==> src/hw/rtl/hspt_pkg.sv <==
package hspt_pkg;

  // Width of the debounce time register
  localparam int unsigned FILTER_TIME_WIDTH = 16;
  // Distance bits checked for fault recovery
  localparam int unsigned DIST_WIDTH = 8;
  // Reset value of the debounce time, in ms
  localparam logic [FILTER_TIME_WIDTH-1:0] FILTER_TIME_RESET = 16'd2;
  // Recovery needs a distance above this
  localparam logic [DIST_WIDTH-1:0] DIST_LIMIT = 8'd1;

  // Configuration register indexes
  typedef enum logic [0:0] {
    CFG_DIR_MAP     = 1'b0,
    CFG_FILTER_TIME = 1'b1
  } cfg_index_t;

  // Window state encoding
  typedef enum logic [1:0] {
    WS_SHUT   = 2'd0,
    WS_OPEN   = 2'd1,
    WS_PARTLY = 2'd2,
    WS_OTHER  = 2'd3
  } win_state_t;

  // Edge qualification from the debounce filter
  typedef struct packed {
    logic edge_low;  // hall pin low, edge is considered
    logic accept;    // edge passed the deadline check
  } filt_status_t;

endpackage

==> src/hw/rtl/hspt_filter.sv <==
module hspt_filter
  import hspt_pkg::*;
#(
  parameter int unsigned TIME_WIDTH = 32
) (
  input  logic                         clk,
  input  logic                         rst_n,
  input  logic                         fire,
  input  logic [TIME_WIDTH-1:0]        timestamp,
  input  logic                         hall_level,
  input  logic [FILTER_TIME_WIDTH-1:0] filter_time,
  output filt_status_t                 status
);

  logic [TIME_WIDTH-1:0] deadline_r;
  logic [TIME_WIDTH-1:0] deadline_nxt;

  // Strict unsigned compare against the stored deadline
  always_comb begin
    status.edge_low = ~hall_level;
    status.accept   = ~hall_level & (timestamp > deadline_r);
  end

  // Deadline renews on every low edge, accepted or not; wraps modulo time width
  assign deadline_nxt = timestamp + TIME_WIDTH'(filter_time);

  always_ff @(posedge clk) begin
    if (!rst_n) begin
      deadline_r <= '0;
    end else if (fire && status.edge_low) begin
      deadline_r <= deadline_nxt;
    end
  end

endmodule

==> src/hw/rtl/hspt_track.sv <==
module hspt_track
  import hspt_pkg::*;
#(
  parameter int unsigned POSITION_WIDTH = 16
) (
  input  logic                             clk,
  input  logic                             rst_n,
  input  logic                             fire,
  input  filt_status_t                     status,
  input  logic                             direction_level,
  input  logic [1:0]                       window_state,
  input  logic                             fault_active,
  input  logic                             dir_map,
  output logic                             accepted,
  output logic                             moving_closed,
  output logic signed [POSITION_WIDTH-1:0] position,
  output logic [1:0]                       new_window_state,
  output logic                             battery_flag_clear,
  output logic                             fault_recovered
);

  logic [POSITION_WIDTH-1:0] step_count_r;
  logic [POSITION_WIDTH-1:0] step_count_nxt;
  logic [POSITION_WIDTH-1:0] fault_ref_r;
  logic [POSITION_WIDTH-1:0] fault_ref_nxt;
  logic [POSITION_WIDTH-1:0] diff_up;
  logic [POSITION_WIDTH-1:0] diff_dn;
  logic [DIST_WIDTH-1:0]     dist_lo;
  logic                      ref_empty;
  logic                      from_shut;
  logic                      manual;
  logic                      recover;

  assign accepted      = status.accept;
  assign moving_closed = status.accept & direction_level;

  // Up when opening, down when closing; wraps
  assign step_count_nxt = direction_level ? (step_count_r - 1'b1) : (step_count_r + 1'b1);
  assign position       = status.accept ? $signed(step_count_nxt) : $signed(step_count_r);

  // Manual move: direction equal to mapping leaves shut, otherwise leaves open
  assign from_shut = (direction_level == dir_map);
  assign manual    = status.accept &
                     (from_shut ? (window_state == WS_SHUT) : (window_state == WS_OPEN));
  assign new_window_state   = manual ? WS_PARTLY : window_state;
  assign battery_flag_clear = manual & from_shut;

  // Absolute distance from the fault reference, low bits only
  assign ref_empty = (fault_ref_r == '0);
  assign diff_up   = step_count_nxt - fault_ref_r;
  assign diff_dn   = fault_ref_r - step_count_nxt;
  assign dist_lo   = ($signed(step_count_nxt) > $signed(fault_ref_r)) ?
                     diff_up[DIST_WIDTH-1:0] : diff_dn[DIST_WIDTH-1:0];
  assign recover   = status.accept & fault_active & ~ref_empty & (dist_lo > DIST_LIMIT);
  assign fault_recovered = recover;

  // Reference: sample when empty, clear on recovery
  always_comb begin
    fault_ref_nxt = fault_ref_r;
    if (status.accept && fault_active) begin
      if (ref_empty) begin
        fault_ref_nxt = step_count_nxt;
      end else if (recover) begin
        fault_ref_nxt = '0;
      end
    end
  end

  always_ff @(posedge clk) begin
    if (!rst_n) begin
      step_count_r <= '0;
      fault_ref_r  <= '0;
    end else if (fire) begin
      if (status.accept) begin
        step_count_r <= step_count_nxt;
      end
      fault_ref_r <= fault_ref_nxt;
    end
  end

endmodule

==> src/hw/rtl/hall_step_position_tracker.sv <==
// Hall step position tracker: debounces falling hall edges against a deadline
// (timestamp plus filter time), counts accepted edges up or down into a
// wrapping signed position, flags manual moves out of an end position and
// reports recovery from a hall fault. One request is taken per clock cycle while the
// result register can drain; each result passes through an input register, then
// a result register, and the deadline and step counter update as a request moves
// between those registers. A held result stops the next request from entering
// the input register only once that register is also full.
module hall_step_position_tracker
  import hspt_pkg::*;
#(
  parameter int unsigned POSITION_WIDTH = 16,
  parameter int unsigned TIME_WIDTH     = 32
) (
  input  logic                             clk,
  input  logic                             rst_n,
  // configuration
  input  logic                             cfg_we,
  input  logic [0:0]                       cfg_index,
  input  logic [FILTER_TIME_WIDTH-1:0]     cfg_wdata,
  // input channel
  input  logic                             in_valid,
  output logic                             in_ready,
  input  logic [TIME_WIDTH-1:0]            in_timestamp,
  input  logic                             in_hall_level,
  input  logic                             in_direction_level,
  input  logic [1:0]                       in_window_state,
  input  logic                             in_fault_active,
  // result channel
  output logic                             out_valid,
  input  logic                             out_ready,
  output logic                             out_accepted,
  output logic                             out_moving_closed,
  output logic signed [POSITION_WIDTH-1:0] out_position,
  output logic [1:0]                       out_new_window_state,
  output logic                             out_battery_flag_clear,
  output logic                             out_fault_recovered
);

  logic                             dir_map_r;
  logic [FILTER_TIME_WIDTH-1:0]     filter_time_r;

  logic                             s1_valid_r;
  logic [TIME_WIDTH-1:0]            s1_timestamp_r;
  logic                             s1_hall_r;
  logic                             s1_dir_r;
  logic [1:0]                       s1_wstate_r;
  logic                             s1_fault_r;

  logic                             out_valid_r;
  logic                             out_accepted_r;
  logic                             out_moving_r;
  logic signed [POSITION_WIDTH-1:0] out_position_r;
  logic [1:0]                       out_wstate_r;
  logic                             out_bat_clear_r;
  logic                             out_recovered_r;

  logic                             adv;
  logic                             in_fire;
  filt_status_t                     filt;

  logic                             t_accepted;
  logic                             t_moving;
  logic signed [POSITION_WIDTH-1:0] t_position;
  logic [1:0]                       t_wstate;
  logic                             t_bat_clear;
  logic                             t_recovered;

  // Configuration writes
  always_ff @(posedge clk) begin
    if (!rst_n) begin
      dir_map_r     <= 1'b0;
      filter_time_r <= FILTER_TIME_RESET;
    end else if (cfg_we) begin
      unique case (cfg_index_t'(cfg_index))
        CFG_DIR_MAP:     dir_map_r     <= cfg_wdata[0];
        CFG_FILTER_TIME: filter_time_r <= cfg_wdata;
        default:         ;
      endcase
    end
  end

  // Flow control: stage 1 moves into the result register when it is empty or being read
  assign adv      = s1_valid_r && (!out_valid_r || out_ready);
  assign in_ready = !s1_valid_r || adv;
  assign in_fire  = in_valid && in_ready;

  // Input register
  always_ff @(posedge clk) begin
    if (!rst_n) begin
      s1_valid_r <= 1'b0;
    end else if (in_ready) begin
      s1_valid_r <= in_valid;
    end
  end

  always_ff @(posedge clk) begin
    if (in_fire) begin
      s1_timestamp_r <= in_timestamp;
      s1_hall_r      <= in_hall_level;
      s1_dir_r       <= in_direction_level;
      s1_wstate_r    <= in_window_state;
      s1_fault_r     <= in_fault_active;
    end
  end

  hspt_filter #(
    .TIME_WIDTH (TIME_WIDTH)
  ) u_filter (
    .clk         (clk),
    .rst_n       (rst_n),
    .fire        (adv),
    .timestamp   (s1_timestamp_r),
    .hall_level  (s1_hall_r),
    .filter_time (filter_time_r),
    .status      (filt)
  );

  hspt_track #(
    .POSITION_WIDTH (POSITION_WIDTH)
  ) u_track (
    .clk                (clk),
    .rst_n              (rst_n),
    .fire               (adv),
    .status             (filt),
    .direction_level    (s1_dir_r),
    .window_state       (s1_wstate_r),
    .fault_active       (s1_fault_r),
    .dir_map            (dir_map_r),
    .accepted           (t_accepted),
    .moving_closed      (t_moving),
    .position           (t_position),
    .new_window_state   (t_wstate),
    .battery_flag_clear (t_bat_clear),
    .fault_recovered    (t_recovered)
  );

  // Result register
  always_ff @(posedge clk) begin
    if (!rst_n) begin
      out_valid_r <= 1'b0;
    end else if (adv) begin
      out_valid_r <= 1'b1;
    end else if (out_ready) begin
      out_valid_r <= 1'b0;
    end
  end

  always_ff @(posedge clk) begin
    if (adv) begin
      out_accepted_r  <= t_accepted;
      out_moving_r    <= t_moving;
      out_position_r  <= t_position;
      out_wstate_r    <= t_wstate;
      out_bat_clear_r <= t_bat_clear;
      out_recovered_r <= t_recovered;
    end
  end

  assign out_valid              = out_valid_r;
  assign out_accepted           = out_accepted_r;
  assign out_moving_closed      = out_moving_r;
  assign out_position           = out_position_r;
  assign out_new_window_state   = out_wstate_r;
  assign out_battery_flag_clear = out_bat_clear_r;
  assign out_fault_recovered    = out_recovered_r;

  // A battery flag clear only comes with an accepted manual move
  a_bat_clear_manual: assert property (@(posedge clk) disable iff (!rst_n)
    out_valid_r && out_bat_clear_r |-> out_accepted_r && out_wstate_r == WS_PARTLY)
    else $error("battery flag clear without manual move");

  // Recovery is only reported on an accepted edge
  a_recover_accepted: assert property (@(posedge clk) disable iff (!rst_n)
    out_valid_r && out_recovered_r |-> out_accepted_r)
    else $error("fault recovery on a rejected edge");

  // A request held in stage 1 is not dropped while the result side stalls
  a_s1_hold: assert property (@(posedge clk) disable iff (!rst_n)
    s1_valid_r && !adv |=> s1_valid_r && $stable(s1_timestamp_r))
    else $error("stage 1 request lost during stall");

  // Position only moves on an accepted edge
  a_pos_hold: assert property (@(posedge clk) disable iff (!rst_n)
    adv && !filt.accept |-> t_position == $signed(u_track.step_count_r))
    else $error("position changed on a rejected edge");

endmodule

==> config.mk <==
export PLATFORM = sky130hd
export DESIGN_NAME = hall_step_position_tracker
export DESIGN_NICKNAME = d
export VERILOG_FILES = /design/src/hw/rtl/hspt_pkg.sv /design/src/hw/rtl/hspt_filter.sv /design/src/hw/rtl/hspt_track.sv /design/src/hw/rtl/hall_step_position_tracker.sv
export SDC_FILE = /design/constraint.sdc
export NUM_CORES = 1
export LEC_CHECK = 0
export ABC_AREA = 1
export BUFFER_PORTS_ARGS = -buffer_cell sky130_fd_sc_hd__buf_4
export CAP_MARGIN = 20
export CORE_MARGIN = 3
export CORE_UTILIZATION = 42
export CTS_CLUSTER_DIAMETER = 50
export DETAILED_ROUTE_END_ITERATION = 12
export PLACE_DENSITY = 0.67
export RECOVER_POWER = 50
export SLEW_MARGIN = 15
export SYNTH_ARGS = -nofsm -noshare
export SYNTH_HDL_FRONTEND = slang
export SYNTH_SLANG_ARGS = --single-unit
==> constraint.sdc <==
create_clock -name clk -period 4.15 [get_ports clk]
set_input_delay 0.6225 -clock clk [delete_from_list [all_inputs] [get_ports clk]]
set_output_delay 0.6225 -clock clk [all_outputs]
set_load 0.02 [all_outputs]
### Yosys cells after proc, flatten, opt, wreduce, memory -nomap -nowiden

Cells that the tools add are included.

* latch bits: 0
* memories kept: 0
* bits of input ports: 59
* flip-flop bits (word level): 142
* ROM bits: 0
* bits in writable memories: 0
* word-level logic and storage cells: 61

* add/sub/neg operators: 5
* bitwise operators: 10
* multiplexer cells: 8
* equality and inequality tests: 2
* reduce and logical (&&, ||, !) cells: 15
* div/mod/pow operators: 0
* $lt $le $gt $ge: 3
* $mul: 0
* shift-type cells: 0

Operators by type and width (number)
* $mux 16: 4
* $add 32x16->32: 1
* $gt 32x32->1: 1
* $add 16x1->16 const B: 1
* $gt 16x16->1: 1
* $logic_not 16->1: 1
* $sub 16x1->16 const B: 1
* $sub 8x8->8: 2
* $gt 8x1->1 const B: 1
* $mux 8: 1
* $and 1x1->1: 7
* $logic_and 1x1->1: 4
* $reduce_and 2->1: 2
* $reduce_bool 2->1: 2
* $mux 1: 3
* $not 1->1: 3
* $reduce_and 3->1: 1
* $eq 2x1->1 const B: 1
* $logic_not 1->1: 2
* $logic_not 2->1: 1
* $logic_or 1x1->1: 2
* $eq 1x1->1: 1

### Depth between registers and ports, before layout

Gate-level depths: netlist (run 1).

* word-level depth: 8
* gate-level depth with buffers: 28

### Cells and area by module

Synthesis (run 1) repeated with hierarchy kept, for this count alone.

* cell total of the unflattened synthesis: 1298
* area, all modules: 9545.4 um2

Modules (own cells, without submodules)
* hspt_filter: instances 1, cells an instance 617, area an instance 3668.5 um2
* hspt_track: instances 1, cells an instance 533, area an instance 3392.0 um2
* hall_step_position_tracker: instances 1, cells an instance 148, area an instance 2484.9 um2

### Worst setup path before layout (run 1)

Ideal clock, no wire load.

* path type: reg-to-reg
* start: register s1_dir_r
* end: register u_track.fault_ref_r[14]
* library setup time: 0.143 ns
* data arrival time: 3.293 ns
* required time: 4.007 ns
* path buffers: 1
* period minus slack after synthesis: 3.436 ns
* path slack: 0.714 ns
* stages on the path, launching flop included: 27
* cell sequence: edfxtp_1 ha_1 a21oi_1 nand2_1 nand2_1 nand2_1 nand2_1 nand2_1 nand3_1 nand3b_1 nand2_1 inv_1 ha_1 nand2_1 nor2_1 inv_1 nor2_1 nand2_1 nand3_1 inv_1 nor2_1 nand2_2 nand3_2 nand2_4 buf_8 nand2_1 a21oi_2

* cells in the longest elaborated chain, start to end: 7
* elaborated cells on any way between the ends: 10
* those cells by class: add/sub: 2; order compare: 2; mux: 3; bitwise: 1; reduce/logical: 2

RTL lines
* start, declared: RTL line hall_step_position_tracker.sv:46 `logic s1_dir_r;`
* start signal, assigned: RTL line hall_step_position_tracker.sv:101 `s1_dir_r <= in_direction_level;`
* $mux 16 (*): RTL line hspt_track.sv:38 `assign step_count_nxt = direction_level ? (step_count_r - 1'b1) : (step_count_r + 1'b1);`
* $gt 16x16->1 (tied with other cells): RTL line hspt_track.sv:52 `assign dist_lo = ($signed(step_count_nxt) > $signed(fault_ref_r)) ?`
* $mux 8: RTL line hspt_track.sv:52
* $gt 8x1->1: RTL line hspt_track.sv:54 `assign recover = status.accept & fault_active & ~ref_empty & (dist_lo > DIST_LIMIT);`
* $and 1x1->1: RTL line hspt_track.sv:54
* $reduce_bool 2->1 (no line)
* $reduce_and 3->1 (no line)
* end signal, assigned: RTL line hspt_track.sv:77 `fault_ref_r <= fault_ref_nxt;`
* end, declared: RTL line hspt_track.sv:24 `logic [POSITION_WIDTH-1:0] fault_ref_r;`

Every way passes the cells marked *; elsewhere a longest branch is shown, timed or not.
A chain may end at the register's enable or synchronous reset.

### Worst setup path in the final report (run 1)

* start: register s1_dir_r
* end: register u_track.fault_ref_r[15]

The elaborated chain is that of the path after synthesis.

==> flow_summary.json, run 1 <==
{
  "antennaDiodeCount": 0,
  "final_nets": 1441,
  "max_slew_margin_pct": -33.01,
  "clockBufferDepth": 2,
  "synth_seq_cells": 142,
  "cap_violations": 2,
  "fmax_mhz": 268.6,
  "fin_skew_ns": 0.01194,
  "cts_tree": "built",
  "fin_tns_setup_ns": 0,
  "hold_end": "s1_timestamp_r[0]",
  "tightest_slew_ns": 1.995,
  "seq_area_sq_mm": 0.003433,
  "syn_avg_cell_area_sq_um": 7.543,
  "drc_errors": 0,
  "path_class": "register to register",
  "rows": 53,
  "min_path_type": "input pin to register",
  "period_needed_ns": 3.723,
  "worstSetupStartpointType": "register",
  "period_share_pct": 89.71,
  "syn_nets": 1350,
  "dieHeight_microns": 152.9,
  "clkSinkCount": 142,
  "gp_congestion": 0.9028,
  "antenna_found_initial": 0,
  "whs_ns": 0.3820,
  "synth_area_leaders": "edfxtp_1 20%, dfxtp_1 18%, ha_1 12%",
  "core_area_sq_mm": 0.02109,
  "yosys_warnings": 0,
  "worst_hold_path.num_cells": 1,
  "cp-end-kind": "register",
  "report.final.slew_viol_count": 66,
  "ant_nets": 0,
  "syn2layout_area_growth_pct": 16.02,
  "holdBufCountCts": 0,
  "dieWidth_microns": 152.9,
  "cts_buffers": 17,
  "p_leak_nw": 4.864,
  "synth_cell_type_count": 42,
  "cpPeakStageDelay_ns": 0.47,
  "r2r_cells": 25,
  "synth_commonest_cells": "231 x nand2_1, 191 x inv_1, 113 x nor2_1",
  "grt_setup_unrepaired": "no",
  "synth-main-ff-cell": "dfxtp_1",
  "grt_start_max_net_pins": 50,
  "synth_area_leader_cell": "edfxtp_1",
  "grt_util_all_layers_pct": 19.05,
  "avgRoutedWirePerCell_microns": 14.23,
  "multi_input_area_sq_mm": 0.004771,
  "yosysSeqAreaShare_pct": 37.87,
  "final-setup-viol-count": 0,
  "dp_hpwl_mm": 16.81,
  "synth_edf_count": 59,
  "hold_violations": 0,
  "n_fill_cell": 2092,
  "clk_latency_ns": 0.43,
  "cp_max_fo": 16,
  "drtIter0Drc": 436,
  "crit_path_top_delay_cell": "fa_1",
  "port_buffers": 82,
  "status": "complete, but fails checks",
  "failed_checks": "max-capacitance violations, max-slew violations",
  "timing.rr.start": "s1_dir_r",
  "cpMostUsedCell": "nand2_1",
  "start_util_pct": 42.99,
  "r2r_slack_ns": 0.43,
  "grt_pass1_wl_mm": 36.54,
  "finalWirelength_mm": 22.50,
  "viasPerCell": 5.059,
  "critPathRequiredTime_ns": 4.38,
  "syn-cell-area_sq_mm": 0.009066,
  "grt_overflow_total": 0,
  "cp.arrival_ns": 3.95,
  "root_buffer": "clkbuf_16",
  "firstDrtPassIters": 5,
  "drive_gt1_share_pct": 10.87,
  "synth.most_common_cell": "nand2_1",
  "grt_pass1_vias": 7662,
  "vias": 7999,
  "htree_levels": 4,
  "hp-start": "in_timestamp[0]",
  "io_pins": 83,
  "async_flop_share_pct": 0,
  "path_clk_slew_ns": 0.07,
  "regToRegEndpoint": "u_track.fault_ref_r[15]",
  "dieArea_sq_mm": 0.02338,
  "peakVddDrop_uv": 221.2,
  "power_density_mw_per_mm2": 392.6,
  "synth_top_area_share_pct": 19.54,
  "synthCells": 1202
}
## flip-flops by register name, summed over array words and instances (netlist names), 2 cells and up
register,flops
u_track.step_count_r,16
s1_timestamp_r,32
out_position,16
s1_wstate_r,2
u_filter.deadline_r,32
u_track.fault_ref_r,16
out_new_window_state,2
filter_time_r,16
## worst max-delay path, delay by kind of cell (launching register included)
family	cells	cell delay [ns]
adder cells (fa/ha/maj)	2	0.76
AND/OR/NAND/NOR	17	1.52
buffers and inverters	3	0.39
flip-flops	1	0.36
AO/OA/AOI/OAI	2	0.24
XOR/XNOR	1	0.26
## kinds of logic after synthesis
| group | Yosys count | synth area share [%] |
|---|---|---|
| compound gates | 242 | 14.45 |
| xor+xnor | 32 | 3.091 |
| fa+ha+maj | 89 | 12.61 |
| buf+inv | 223 | 9.509 |
| flops | 142 | 37.87 |
| simple gates | 474 | 22.47 |
## where the power goes
part,switching (mW),total [mW],internal [mW]
logic,0.627,0.974,0.347
clock network,0.659,1.55,0.891
registers,0.0563,1.61,1.55
## metal layers
| layer | share of wire (%) | track usage, % | vias up |
|---|---|---|---|
| met2 | 49 | 34.01 | 176 |
| met5 | 0 | 0 | - |
| met4 | 1.5 | 5.176 | 0 |
| met1 | 45 | 23.54 | 3656 |
| met3 | 4.5 | 3.652 | 28 |
| li1 | - | - | 4139 |
## placed cells by master (no fill, tap or decap), types with 36 or more instances in the layout
master | Yosys | final
nand3_1 | 72 | 72
ha_1 | 85 | 85
clkbuf_4 | 0 | 37
a21oi_1 | 111 | 111
nor2_1 | 113 | 113
edfxtp_1 | 59 | 59
nand2_1 | 231 | 231
buf_4 | 3 | 36
o21ai_0 | 76 | 76
inv_1 | 191 | 192
dfxtp_1 | 83 | 83
## repair_timing
| action | 4_1_cts | 5_1_grt |
|---|---|---|
| endpoints found under the hold margin | 0 | 0 |
| setup endpoints to repair | 0 | 16 |
| gates resized for setup | 0 | 0 |
| setup buffers | 0 | 7 |
## how the worst max path moves through the flow
stage,start,end
after global routing,s1_dir_r,u_track.fault_ref_r[15]
after detailed placement,s1_dir_r,u_track.fault_ref_r[15]
after CTS,s1_dir_r,u_track.fault_ref_r[15]
final,s1_dir_r,u_track.fault_ref_r[15]
after global placement,s1_dir_r,u_track.fault_ref_r[14]
after floorplan,s1_dir_r,u_track.fault_ref_r[14]
## area by class of cell
cell class | count | share of cell area (%)
Sequential cell | 142 | 32.64
Inverter | 196 | 6.994
Clock inverter | 12 | 1.154
Tap cell | 275 | 3.271
Clock buffer | 20 | 4.449
Multi-Input combinational cell | 837 | 45.36
Timing Repair Buffer | 99 | 6.138
## metrics by stage
stage | instance area, sq um | utilization (%) | power (mW) | setup slack, ns | instances
global route | 10520 | 49.88 | 4.352 | 0.1255 | 1581
detailed placement | 9967 | 47.26 | 2.604 | 0.2330 | 1541
floorplan | 9066 | - | 2.322 | 0.7136 | 1202
CTS | 10560 | 50.06 | 4.151 | 0.2235 | 1573
finish | 10520 | 49.88 | 4.130 | 0.4271 | 1581
global placement | 9967 | 47.26 | 2.589 | 0.3902 | 1541
No activity file was read; power rests on OpenSTA's default activity.
==> run 2, diff against run 1 <==
- clock period: 4.15 -> 4.5 ns (I/O delays scaled with it)
==> run 2 against run 1 <==
Compared with the run above: the run still ends with max-capacitance violations, max-slew violations left; sequential power fell by 7%; register-to-register slack improved by 0.08 ns; worst setup slack better by 0.085 ns; utilization fell by 0.47 points; final cell count decreased by 0.70%; clock skew decreased by 0.00075 ns; routed wire length down 2.2%; clock power is 12% lower; total power shrank 10%; count of clock-buffer cells in the layout fell by 2; largest power group unchanged; highest routed layer unchanged.
==> flow_summary.json, run 2 (synthesized netlist as in run 1, its figures left out) <==
{
  "antenna_found_initial": 0,
  "path_class": "register to register",
  "avgRoutedWirePerCell_microns": 14.01,
  "placed_area_sq_mm": 0.009957,
  "root_buffer": "clkbuf_16",
  "fmax_mhz": 250.8,
  "p_leak_nw": 4.803,
  "hold_violations": 0,
  "dieArea_sq_mm": 0.02338,
  "viasPerCell": 5.069,
  "cts_resized": 0,
  "period_share_pct": 88.62,
  "holdBufCountCts": 0,
  "fin_skew_ns": 0.01118,
  "cp-end-kind": "register",
  "dieWidth_microns": 152.9,
  "gp_congestion": 0.9431,
  "fin_util_pct": 49.41,
  "fin_tns_setup_ns": 0,
  "power_mw": 3.717,
  "cts_buffers": 17,
  "max_slew_margin_pct": -35.04,
  "finalWirelength_mm": 22.00,
  "grt_util_all_layers_pct": 19.00,
  "clockBufferDepth": 2,
  "postCtsSetupBuffers": 0,
  "worstSetupStartpointType": "register",
  "final_common_cell": "nand2_1",
  "drive_gt1_share_pct": 10.19,
  "drc_errors": 0,
  "core_area_sq_mm": 0.02109,
  "rows": 53,
  "reg_top3": "s1_timestamp_r (32), u_filter.deadline_r (32)",
  "ant_nets": 0,
  "power_density_mw_per_mm2": 356.8,
  "peakVddDrop_uv": 216.1,
  "period_needed_ns": 3.988,
  "final-setup-viol-count": 0,
  "grt_setup_unrepaired": "no",
  "dp_hpwl_mm": 16.80,
  "clk_latency_ns": 0.42,
  "grt_pass1_wl_mm": 36.84,
  "cpMostUsedCell": "nand2_1",
  "failed_checks": "max-capacitance violations, max-slew violations",
  "cp_max_fo": 18,
  "vias": 7959,
  "grt_pass1_vias": 7645,
  "design_area_sq_mm": 0.01042,
  "seq_area_sq_mm": 0.003433,
  "syn2layout_area_growth_pct": 14.92,
  "cpPeakStageDelay_ns": 0.83,
  "io_pins": 83,
  "dp_slack_ns": 0.6061,
  "cp.arrival_ns": 4.20,
  "htree_levels": 4,
  "dieHeight_microns": 152.9,
  "port_buffers": 82,
  "n_fill_cell": 2115,
  "critPathRequiredTime_ns": 4.71,
  "cap_violations": 2,
  "start_util_pct": 42.99,
  "drtIter0Drc": 444,
  "multi_input_area_sq_mm": 0.004771,
  "min_path_type": "input pin to register",
  "mostFrequentLayoutCells": "231 x nand2_1, 192 x inv_1, 113 x nor2_1",
  "cts_tree": "built",
  "antennaDiodeCount": 0,
  "crit_path_top_delay_cell": "edfxtp_1",
  "final_nets": 1430,
  "status": "complete, but fails checks",
  "grt_overflow_total": 0,
  "firstDrtPassIters": 6,
  "tightest_slew_ns": 2.026,
  "setup_ws_ns": 0.5121,
  "report.final.slew_viol_count": 71,
  "path_clk_slew_ns": 0.07,
  "grt_start_max_net_pins": 45,
  "clkSinkCount": 142
}
==> run 2: cell types whose count changed in the layout (fill, tap and decap cells not counted) <==
| cell | change |
|---|---|
| clkbuf_4 | +1 |
| clkbuf_8 | -1 |
| inv_8 | +2 |
| bufinv_16 | -1 |
| clkbuf_1 | -1 |
| clkinv_2 | +1 |
| buf_4 | -12 |
| clkinv_4 | +2 |
| inv_4 | -1 |
| inv_6 | -1 |
==> run 2: path summary, 6_finish.rpt <==
check | slack [ns] | cells after the start | startpoint | endpoint
setup / recovery | 0.51 | 25 | s1_dir_r | u_track.fault_ref_r[3]
hold / removal | 0.45 | 1 | in_timestamp[13] | s1_timestamp_r[13]
setup reg to reg | 0.51 | 25 | s1_dir_r | u_track.fault_ref_r[3]
hold reg to reg | 0.46 | 2 | u_track.fault_ref_r[15] | u_track.fault_ref_r[15]
==> run 2: area by class of cell <==
type                            instances  area share (%)
Sequential cell                       142           32.95
Multi-Input combinational cell        837           45.79
Timing Repair Buffer                   88           5.404
Clock inverter                         14           1.165
Inverter                              196           7.061
Tap cell                              275           3.303
Clock buffer                           18           4.323
==> run 2: power breakdown <==
part	leakage [nW]	internal, mW	switching (mW)	total (mW)
sequential	1.25	1.43	0.0561	1.49
clock	0.277	0.757	0.606	1.36
combinational	3.27	0.307	0.563	0.870
==> run 2: worst max-delay path: cells and delay by family, from the launching register on <==
family | cells | cell delay (ns)
fa+ha+maj | 2 | 0.73
buf+inv | 3 | 0.16
compound gates | 2 | 0.23
simple gates | 18 | 1.84
flops | 1 | 0.83
==> run 2: routing by layer <==
layer,global-route usage [%],wire length (microns),vias up
li1,-,-,4118
met3,3.114,873,21
met5,0,0,-
met2,33.49,10870,173
met4,5.388,373,0
met1,24.11,9880,3647
==> run 2: per-stage QoR <==
step / hold WS (ns) / std cells
final: 0.4468 / 1570
after global routing: 0.4314 / 1570
after CTS: 0.4062 / 1570
after detailed placement: 0.4522 / 1538
after global placement: 0.4474 / 1537
after floorplan: 0.4394 / 1202
